$ cat src/rtl/core/word_ngram_span_extractor_defines.svh
// Assertion macros shared by the word n-gram span extractor RTL.
`ifndef WORD_NGRAM_SPAN_EXTRACTOR_DEFINES_SVH
`define WORD_NGRAM_SPAN_EXTRACTOR_DEFINES_SVH

// Same-cycle implication, disabled while reset is low.
`define WNSE_ASSERT_IMPL(label, clk, rst_n, ante, cons) \
    label: assert property (@(posedge clk) disable iff (!(rst_n)) (ante) |-> (cons)) \
        else $error("word_ngram_span_extractor: same-cycle check failed");

// Next-cycle implication, disabled while reset is low.
`define WNSE_ASSERT_NEXT(label, clk, rst_n, ante, cons) \
    label: assert property (@(posedge clk) disable iff (!(rst_n)) (ante) |=> (cons)) \
        else $error("word_ngram_span_extractor: next-cycle check failed");

`endif

$ cat src/rtl/core/wnse_pkg.sv
// Types and constants of the word n-gram span extractor.
package wnse_pkg;

    localparam int OFFSET_W   = 24;
    localparam int WPG_W      = 5;
    localparam int APB_DATA_W = 32;
    localparam int APB_ADDR_W = 3;

    localparam logic [7:0] CHAR_SPACE  = 8'h20;
    localparam logic [7:0] CHAR_PERIOD = 8'h2E;

    // register index taken from paddr[2]
    localparam logic REG_WORDS_PER_GRAM = 1'b0;

    localparam logic [WPG_W-1:0] WPG_RESET = WPG_W'(1);

    typedef struct packed {
        logic [OFFSET_W-1:0] start_offset;
        logic [OFFSET_W-1:0] end_offset;
        logic                position_overflow;
    } t_span;

endpackage

$ cat src/rtl/core/word_ngram_span_extractor.sv
// Word n-gram span extractor: byte stream in, inclusive n-gram offsets out.
//
// Input channel: one beat per text byte (i_text_byte), or an end-of-text beat
// (i_end_of_text = 1) after the last byte. A beat is taken when i_in_valid and
// o_in_ready are both high. Output channel: one beat per n-gram span, taken
// when o_out_valid and i_out_ready are both high. Spaces, periods and the end
// beat close words; a period restarts the sentence; the end beat returns the
// window, byte position and overflow flag to their reset values.
// The gram size (words_per_gram) sits at APB byte address 0; write it only
// while the block is idle. pready is tied high.
// A closing beat registers its span into the output register, or into the
// skid register if the output is held. Throughput: one input beat per cycle
// while o_in_ready is high; window update and span compare finish on acceptance.
// Stall: an output register plus one skid register hold results; o_in_ready
// drops only once both are full and recovers the cycle after a beat leaves.
// Reset (synchronous, active low): empty output, position zero, one word held
// starting at offset zero, gram size one. No clearing pass is needed.
module word_ngram_span_extractor #(
    parameter int MAX_WINDOW    = 32,
    parameter int POSITION_BITS = 24
) (
    input  logic                                i_clk,
    input  logic                                i_rst_n,
    // input channel
    input  logic                                i_in_valid,
    output logic                                o_in_ready,
    input  logic [7:0]                          i_text_byte,
    input  logic                                i_end_of_text,
    // output channel
    output logic                                o_out_valid,
    input  logic                                i_out_ready,
    output logic [wnse_pkg::OFFSET_W-1:0]       o_start_offset,
    output logic [wnse_pkg::OFFSET_W-1:0]       o_end_offset,
    output logic                                o_position_overflow,
    // configuration
    input  logic                                psel,
    input  logic                                penable,
    input  logic                                pwrite,
    input  logic [wnse_pkg::APB_ADDR_W-1:0]     paddr,
    input  logic [wnse_pkg::APB_DATA_W-1:0]     pwdata,
    output logic [wnse_pkg::APB_DATA_W-1:0]     prdata,
    output logic                                pready
);
    import wnse_pkg::*;

    localparam int HW = $clog2(MAX_WINDOW);
    localparam int CW = (HW > WPG_W ? HW : WPG_W) + 1;
    localparam logic [POSITION_BITS-1:0] POS_MAX = {POSITION_BITS{1'b1}};
    localparam logic [CW-1:0] WIN_TOP = CW'(MAX_WINDOW - 1);

    // state
    logic [WPG_W-1:0]         r_wpg;
    logic [POSITION_BITS-1:0] r_pos,  n_pos;
    logic [HW-1:0]            r_held, n_held;
    logic                     r_ovf,  n_ovf;
    logic [POSITION_BITS-1:0] r_ws_head, n_ws_head;
    logic [POSITION_BITS-1:0] r_ws_tail [1:MAX_WINDOW-1];
    logic [POSITION_BITS-1:0] n_ws      [0:MAX_WINDOW-1];
    logic [POSITION_BITS-1:0] w_ws      [0:MAX_WINDOW-1];

    // result staging
    logic  r_out_valid, r_skid_valid;
    t_span r_out, r_skid, w_span;

    logic                     w_accept, w_pop, w_push;
    logic                     w_space, w_period, w_boundary, w_slide;
    logic [POSITION_BITS-1:0] w_next_pos;
    logic [HW-1:0]            w_h, w_gram;
    logic [CW-1:0]            w_wpg_ext, w_held_ext;

    assign o_in_ready = !r_skid_valid;
    assign w_accept   = i_in_valid && o_in_ready;
    assign w_pop      = r_out_valid && i_out_ready;

    assign pready = 1'b1;
    assign prdata = APB_DATA_W'(r_wpg);

    always_comb begin
        w_ws[0] = r_ws_head;
        for (int i = 1; i < MAX_WINDOW; i++) begin
            w_ws[i] = r_ws_tail[i];
        end
    end

    assign w_space    = !i_end_of_text && (i_text_byte == CHAR_SPACE);
    assign w_period   = !i_end_of_text && (i_text_byte == CHAR_PERIOD);
    assign w_boundary = i_end_of_text || w_space || w_period;
    assign w_next_pos = (r_pos == POS_MAX) ? r_pos : r_pos + POSITION_BITS'(1);

    // clamp gram size to 1 .. MAX_WINDOW-1; held count is already in range
    assign w_wpg_ext  = CW'(r_wpg);
    assign w_held_ext = CW'(r_held);
    always_comb begin
        priority if (r_wpg == '0) begin
            w_gram = HW'(1);
        end else if (w_wpg_ext > WIN_TOP) begin
            w_gram = HW'(MAX_WINDOW - 1);
        end else begin
            w_gram = HW'(r_wpg);
        end
        w_h = (w_held_ext > WIN_TOP) ? HW'(MAX_WINDOW - 1) : r_held;
    end

    assign w_slide = w_h >= w_gram;
    assign w_push  = w_accept && w_boundary && w_slide && (r_pos > r_ws_head);

    assign w_span.start_offset      = OFFSET_W'(r_ws_head);
    assign w_span.end_offset        = OFFSET_W'(r_pos - POSITION_BITS'(1));
    assign w_span.position_overflow = r_ovf;

    // window, count, position update for one beat
    always_comb begin
        for (int i = 0; i < MAX_WINDOW; i++) begin
            n_ws[i] = w_ws[i];
        end
        n_held = r_held;
        n_pos  = r_pos;
        n_ovf  = r_ovf;
        if (w_boundary) begin
            for (int i = 0; i < MAX_WINDOW; i++) begin
                if (HW'(i) == w_h) begin
                    n_ws[i] = w_next_pos;
                end else if (w_slide && HW'(i) < w_h) begin
                    if (HW'(i) == w_h - HW'(1)) begin
                        n_ws[i] = w_next_pos;
                    end else if (i < MAX_WINDOW - 1) begin
                        n_ws[i] = w_ws[(i + 1) % MAX_WINDOW];
                    end
                end
            end
            n_held = w_slide ? w_h : w_h + HW'(1);
            if (w_period) begin
                n_ws[0] = w_next_pos;
                n_held  = HW'(1);
            end
        end
        if (i_end_of_text) begin
            n_ws[0] = '0;
            n_held  = HW'(1);
            n_pos   = '0;
            n_ovf   = 1'b0;
        end else if (r_pos == POS_MAX) begin
            n_ovf = 1'b1;
        end else begin
            n_pos = r_pos + POSITION_BITS'(1);
        end
    end
    assign n_ws_head = n_ws[0];

    always_ff @(posedge i_clk) begin
        if (!i_rst_n) begin
            r_wpg        <= WPG_RESET;
            r_pos        <= '0;
            r_held       <= HW'(1);
            r_ovf        <= 1'b0;
            r_ws_head    <= '0;
            r_out_valid  <= 1'b0;
            r_skid_valid <= 1'b0;
        end else begin
            if (psel && penable && pwrite && pready && paddr[2] == REG_WORDS_PER_GRAM) begin
                r_wpg <= pwdata[WPG_W-1:0];
            end
            if (w_accept) begin
                r_pos     <= n_pos;
                r_held    <= n_held;
                r_ovf     <= n_ovf;
                r_ws_head <= n_ws_head;
            end
            if (!r_out_valid || w_pop) begin
                // refill from skid first, else take the new span
                r_out_valid  <= r_skid_valid || w_push;
                r_skid_valid <= 1'b0;
            end else if (w_push) begin
                r_skid_valid <= 1'b1;
            end
        end
    end

    always_ff @(posedge i_clk) begin
        if (w_accept) begin
            for (int i = 1; i < MAX_WINDOW; i++) begin
                r_ws_tail[i] <= n_ws[i];
            end
        end
        if (!r_out_valid || w_pop) begin
            r_out <= r_skid_valid ? r_skid : w_span;
        end else if (w_push) begin
            r_skid <= w_span;
        end
    end

    assign o_out_valid         = r_out_valid;
    assign o_start_offset      = r_out.start_offset;
    assign o_end_offset        = r_out.end_offset;
    assign o_position_overflow = r_out.position_overflow;

`include "word_ngram_span_extractor_defines.svh"

    `WNSE_ASSERT_IMPL(a_skid_behind_out, i_clk, i_rst_n, r_skid_valid, r_out_valid)
    `WNSE_ASSERT_IMPL(a_held_nonzero, i_clk, i_rst_n, 1'b1, r_held != '0)
    `WNSE_ASSERT_IMPL(a_ovf_at_max, i_clk, i_rst_n, r_ovf, r_pos == POS_MAX)
    `WNSE_ASSERT_NEXT(a_end_clears, i_clk, i_rst_n, w_accept && i_end_of_text,
        r_pos == '0 && r_held == HW'(1) && !r_ovf && r_ws_head == '0)

endmodule

$ cat config.mk
export PLATFORM = sky130hd
export DESIGN_NAME = word_ngram_span_extractor
export DESIGN_NICKNAME = d
export VERILOG_FILES = /design/src/rtl/core/wnse_pkg.sv /design/src/rtl/core/word_ngram_span_extractor.sv
export VERILOG_INCLUDE_DIRS = /design/src /design/src/rtl/core
export SDC_FILE = /design/constraint.sdc
export NUM_CORES = 2
export LEC_CHECK = 0
export CORE_AREA = 5 5 274 276
export CTS_CLUSTER_SIZE = 20
export DETAILED_ROUTE_END_ITERATION = 10
export DIE_AREA = 0 0 279 281
export DONT_BUFFER_PORTS = 1
export PLACE_DENSITY = 0.74
export SLEW_MARGIN = 5
export SYNTH_ARGS = -nofsm -noshare
export SYNTH_HDL_FRONTEND = slang
export SYNTH_SLANG_ARGS = --single-unit
$ cat constraint.sdc
create_clock -name i_clk -period 8.75 [get_ports i_clk]
set_input_delay 0.4375 -clock i_clk [delete_from_list [all_inputs] [get_ports i_clk]]
set_output_delay 0.4375 -clock i_clk [all_outputs]
set_load 0.03 [all_outputs]
### Yosys cells after proc, flatten, opt, wreduce, memory -nomap -nowiden

Memory sizes are Yosys's and may differ from the RTL's.
Index checks and enable logic that the tools add are counted.

| word-level totals | value |
|---|---|
| output and inout bits | 84 |
| logic and storage cells | 295 |
| bits of input ports | 51 |
| register bits | 159 |
| memories kept | 1 |
| memory bits (writable) | 744 |

Memories:

| name | depth | width | read ports | clocked after Yosys merged registers in | wr ports | RTL line | RTL |
|---|---|---|---|---|---|---|---|
| r_ws_tail | 31 | 24 | 31 | 0 | 31 | word_ngram_span_extractor.sv:57 | `logic [POSITION_BITS-1:0] r_ws_tail [1:MAX_WINDOW-1];` |

| cells by class | value |
|---|---|
| add/sub/neg operators | 4 |
| reductions and logical operators | 60 |
| bitwise logic cells | 3 |
| equal/unequal tests | 65 |
| order comparisons | 36 |
| mux-type cells | 113 |

Operator list:

| kind | count |
|---|---|
| 24-bit 2-to-1 mux | 100 |
| 768-bit 2-to-1 mux | 1 |
| 5-bit equality test, first input constant | 32 |
| 4-bit by 5-bit equality test with 1-bit output, first input constant | 16 |
| 5-bit less-than comparator, first input constant | 16 |
| 49-bit 2-to-1 mux | 1 |
| 1-bit logical AND | 42 |
| 3-bit by 5-bit equality test with 1-bit output, first input constant | 8 |
| 4-bit by 5-bit less-than comparator with 1-bit output, first input constant | 8 |
| 5-bit 2-to-1 mux | 7 |
| 24-bit by 1-bit adder with 24-bit output, second input constant | 1 |
| 24-bit equality test, second input constant | 1 |
| 24-bit greater-than comparator | 1 |
| 24-bit by 1-bit subtractor with 24-bit output, second input constant | 1 |
| 2-bit by 5-bit equality test with 1-bit output, first input constant | 4 |
| 3-bit by 5-bit less-than comparator with 1-bit output, first input constant | 4 |
| 8-bit by 6-bit equality test with 1-bit output, second input constant | 2 |
| 5-bit logical NOT | 3 |
| 1-bit by 5-bit equality test with 1-bit output, first input constant | 2 |
| 5-bit greater-than comparator, second input constant | 2 |
| 1-bit by 5-bit less-than comparator with 1-bit output, first input constant | 2 |
| 2-bit by 5-bit less-than comparator with 1-bit output, first input constant | 2 |
| 2-bit AND reduction | 3 |
| 5-bit by 1-bit adder with 5-bit output, second input constant | 1 |
| other kinds (10) | 21 |

### Depth between registers and ports, before layout

| logic depth | value |
|---|---|
| word-level depth | 10 |
| mapped depth | 13 |
| depth with buffers taken out | 9 |

### Worst setup path before layout

Ideal clock, no wire load.

| timing | value |
|---|---|
| kind | in2reg |
| start point | in i_text_byte[0] |
| end point | reg r_ws_tail[0][696] (netlist name) |
| slack | 2611 ps |
| setup time | 536 ps |
| stages | 5 |
| arrival | 5602 ps |
| data required time | 8214 ps |
| cells stage by stage | or3b_1 -> a2111oi_2 -> o21a_1 -> nand2_1 -> a2111oi_0 |

RTL lines:

| element | RTL line | RTL |
|---|---|---|
| from (decl) | word_ngram_span_extractor.sv:27 | `input logic [7:0] i_text_byte,` |

==> run metrics <==
area growth from synthesis to layout 10.0%; placed cell areas 41,700 um^2; peak supply drop 146 uV; routability-driven placement congestion ratio 0.888; Critical Path Start Type register; Die Area 78,400 um^2; global-route usage over all layers 21.9%; required time at the endpoint of the critical path 9.14 ns; Die Span X 279 um; unrepaired setup endpoints after global routing false; Iter 0 DRT Violations 1,706; Initial Util 56.2%; Chip Height 281 um; Final Slew Violations 0; share of the clock period used by the worst path 50.1%; Placed Cells 3,361; post-synthesis sequential element count 903; highest-count cells in the layout ignoring fill and taps sky130_fd_sc_hd__edfxtp_1, sky130_fd_sc_hd__mux2_2, sky130_fd_sc_hd__clkbuf_16, sky130_fd_sc_hd__nand2_1, sky130_fd_sc_hd__buf_4; total area of multi-input combinational cells 13,300 um^2; Final nets 2,592; Arrival @ worst endpoint 4.77 ns; number of gates resized after cts 0; latest clock arrival within the worst-skew pair 0.65 ns; number of failing hold endpoints at the final stage 0; final design area excluding fillers 44,700 um^2; power density over cell area 196 nW/um^2; Final min period 4.38 ns; via count of the first global-routing pass 22,169; final cell count without fillers 3,544; Routed Antenna Nets 0; class of the tightest hold or removal check in -> reg; number of iterations in the first detailed-routing pass 6; sum of negative setup slack 0 ns; via count normalized by instance count 6.00; leading cell type in the layout, fill and taps excluded sky130_fd_sc_hd__edfxtp_1; syn avg cell area 15.9 um^2; R2R Setup Slk 4.37 ns; Leak 14.6 nW; CTS Buf Count 93; headroom to the max-slew limit 13.4%; fmax 228 MHz; number of synthesis warnings 0; area taken by flip-flops and latches 26,500 um^2; primary flip-flop cell chosen by synthesis mapping sky130_fd_sc_hd__edfxtp_1; DP Wirelength 51,900 um; largest clock skew in the final design 0.0323 ns; global-route congestion overflow total 0; TritonCTS clock tree done; average wire length per cell after detail routing 24.3 um; number of antenna violations at the first check in global routing 1; buffer cell driving the clock tree root sky130_fd_sc_hd__clkbuf_16; power after layout 8.75 mW; number of rows in the core area 99; number of max-capacitance violations reported 0; worst-margin pin slew 1.30 ns; final count of negative-setup-slack endpoints 0; DRC violation count after routing 0; count of fill cells added during filler insertion 5,220; cell area after technology mapping 40,700 um^2; area of the core 72,300 um^2; clk sinks 903; async set or reset register ratio after synthesis 0%; status finished clean; ratio of cells with drive above 1 in the final layout 39.6%; Finished Core Util 61.8%; clock transition at the register clock pins on the worst setup and hold paths after CTS 0.06 ns; H-Tree Level Count 3; total number of vias 21,266; number of buffer cells added on primary ports 0; worst-path fanout max 25; Netlist cell types 94; critical path class reg -> reg; sequential-to-total area share from yosys stat 65.2%; first-pass GRT wire length 134,000 um; final wirelength 85,900 um; kind of end point of the critical path register; number of enable-type register cells in the synthesized netlist 842; Ports 135; number of instances in the synthesized netlist 2,554; maximum number of pins on one net before global-route repair 57; clk buf depth 3
stage by stage:
| step | hold WS (ns) | setup WS, ns |
|---|---|---|
| 2_1_floorplan | 0.427 | 2.61 |
| 3_3_place_gp | 0.447 | 4.41 |
| 3_5_place_dp | 0.445 | 4.47 |
| 4_1_cts | 0.00746 | 4.46 |
| 5_1_grt | 0.0247 | 4.22 |
| 6_report | 0.0493 | 4.37 |
logic make-up after synthesis:
family | synth area share (%)
AO/OA/AOI/OAI | 4.35
XOR/XNOR | 1.07
adder cells (fa/ha/maj) | 1.16
buffers and inverters | 3.33
flip-flops | 65.2
multiplexers | 21.1
other | 0.0185
AND/OR/NAND/NOR | 3.79
worst max-delay path: stages (launching register included):
cell,delay [ns]
sky130_fd_sc_hd__dfxtp_1,0.81
sky130_fd_sc_hd__inv_1,0.35
sky130_fd_sc_hd__ha_1,0.46
sky130_fd_sc_hd__nor2b_1,0.23
sky130_fd_sc_hd__maj3_1,0.36
sky130_fd_sc_hd__a221oi_1,0.43
sky130_fd_sc_hd__nand2b_1,1.03
sky130_fd_sc_hd__mux2_2,0.44
power breakdown:
part,switching (mW),leakage (nW),total (mW),internal [mW]
logic,0.0997,5.11,0.153,0.0530
clock network,1.63,1.46,3.87,2.25
registers,0.0385,8.03,4.72,4.68
total,1.77,14.6,8.75,6.98
cell type report:
cell class	instances	area share, %
inverter	42	0.352
sequential	903	59.2
timing repair buffer	72	1.29
clock buffer	128	5.68
tap	959	2.68
multi-input combinational	1392	29.7
clock inverter	46	0.996
antenna	2	0.0112
what timing repair did:
item | CTS | global route
buffers inserted | 0 | 0
hold buffers | 6 | 0
endpoints found under the hold margin | 32 | 0
per-layer routing:
| metal | track usage, % | share of wire [%] | wire [um] |
|---|---|---|---|
| met4 | 7.75 | 3.4 | 2890 |
| met3 | 3.61 | 5.2 | 4470 |
| met5 | 0 | 0 | 0 |
| met1 | 29.0 | 42 | 36200 |
| met2 | 37.1 | 49 | 42400 |
synth_stat cells, types with 5 or more instances:
library cell                  n  share of area (%)
sky130_fd_sc_hd__edfxtp_1   842                 62
sky130_fd_sc_hd__mux2_2     726                 20
sky130_fd_sc_hd__buf_2      108                1.3
sky130_fd_sc_hd__clkbuf_1    90               0.83
sky130_fd_sc_hd__nand2_1     87               0.80
sky130_fd_sc_hd__dfxtp_1     61                3.0
sky130_fd_sc_hd__o21ai_0     53               0.65
sky130_fd_sc_hd__nor2_1      50               0.46
sky130_fd_sc_hd__inv_1       40               0.37
sky130_fd_sc_hd__ha_1        37                1.1
sky130_fd_sc_hd__buf_4       32               0.59
sky130_fd_sc_hd__mux2i_1     28               0.69
sky130_fd_sc_hd__nor2b_1     26               0.40
sky130_fd_sc_hd__a21oi_1     25               0.31
sky130_fd_sc_hd__nand3_1     24               0.30
sky130_fd_sc_hd__o2bb2ai_1   24               0.52
sky130_fd_sc_hd__xnor2_1     21               0.45
sky130_fd_sc_hd__a22oi_1     18               0.33
sky130_fd_sc_hd__xor2_1      18               0.39
sky130_fd_sc_hd__a31oi_1     16               0.25
sky130_fd_sc_hd__nand4_1     16               0.25
sky130_fd_sc_hd__nor3_1      12               0.15
sky130_fd_sc_hd__mux2_1      11               0.30
sky130_fd_sc_hd__nand2b_1    11               0.17
sky130_fd_sc_hd__o22a_1      10               0.22
sky130_fd_sc_hd__and3_1       8               0.12
sky130_fd_sc_hd__o22ai_2      8               0.25
sky130_fd_sc_hd__and2_1       7               0.11
sky130_fd_sc_hd__o21ai_1      7              0.086
sky130_fd_sc_hd__buf_1        6              0.055
sky130_fd_sc_hd__o21a_1       6               0.11
sky130_fd_sc_hd__or3_1        6              0.092
sky130_fd_sc_hd__a21boi_0     5              0.092
sky130_fd_sc_hd__and4_1       5               0.11
state kept, by name, summed over array words and instances (netlist names), 5 cells and up:
name and count:
o_start_offset 24, r_wpg 5, r_held 5, r_skid 49, o_end_offset 24, r_ws_head 24
r_ws_tail 744, r_pos 24
path summary, 6_finish.rpt:
check	endpoint	from	depth (start not counted)
max	r_ws_tail[0][469]	r_held[1]	7
max reg2reg	r_ws_tail[0][469]	r_held[1]	7
min	r_pos[3]	i_end_of_text	3
min reg2reg	r_skid[27]	r_ws_head[2]	0
No activity file was read; power rests on OpenSTA's default activity.
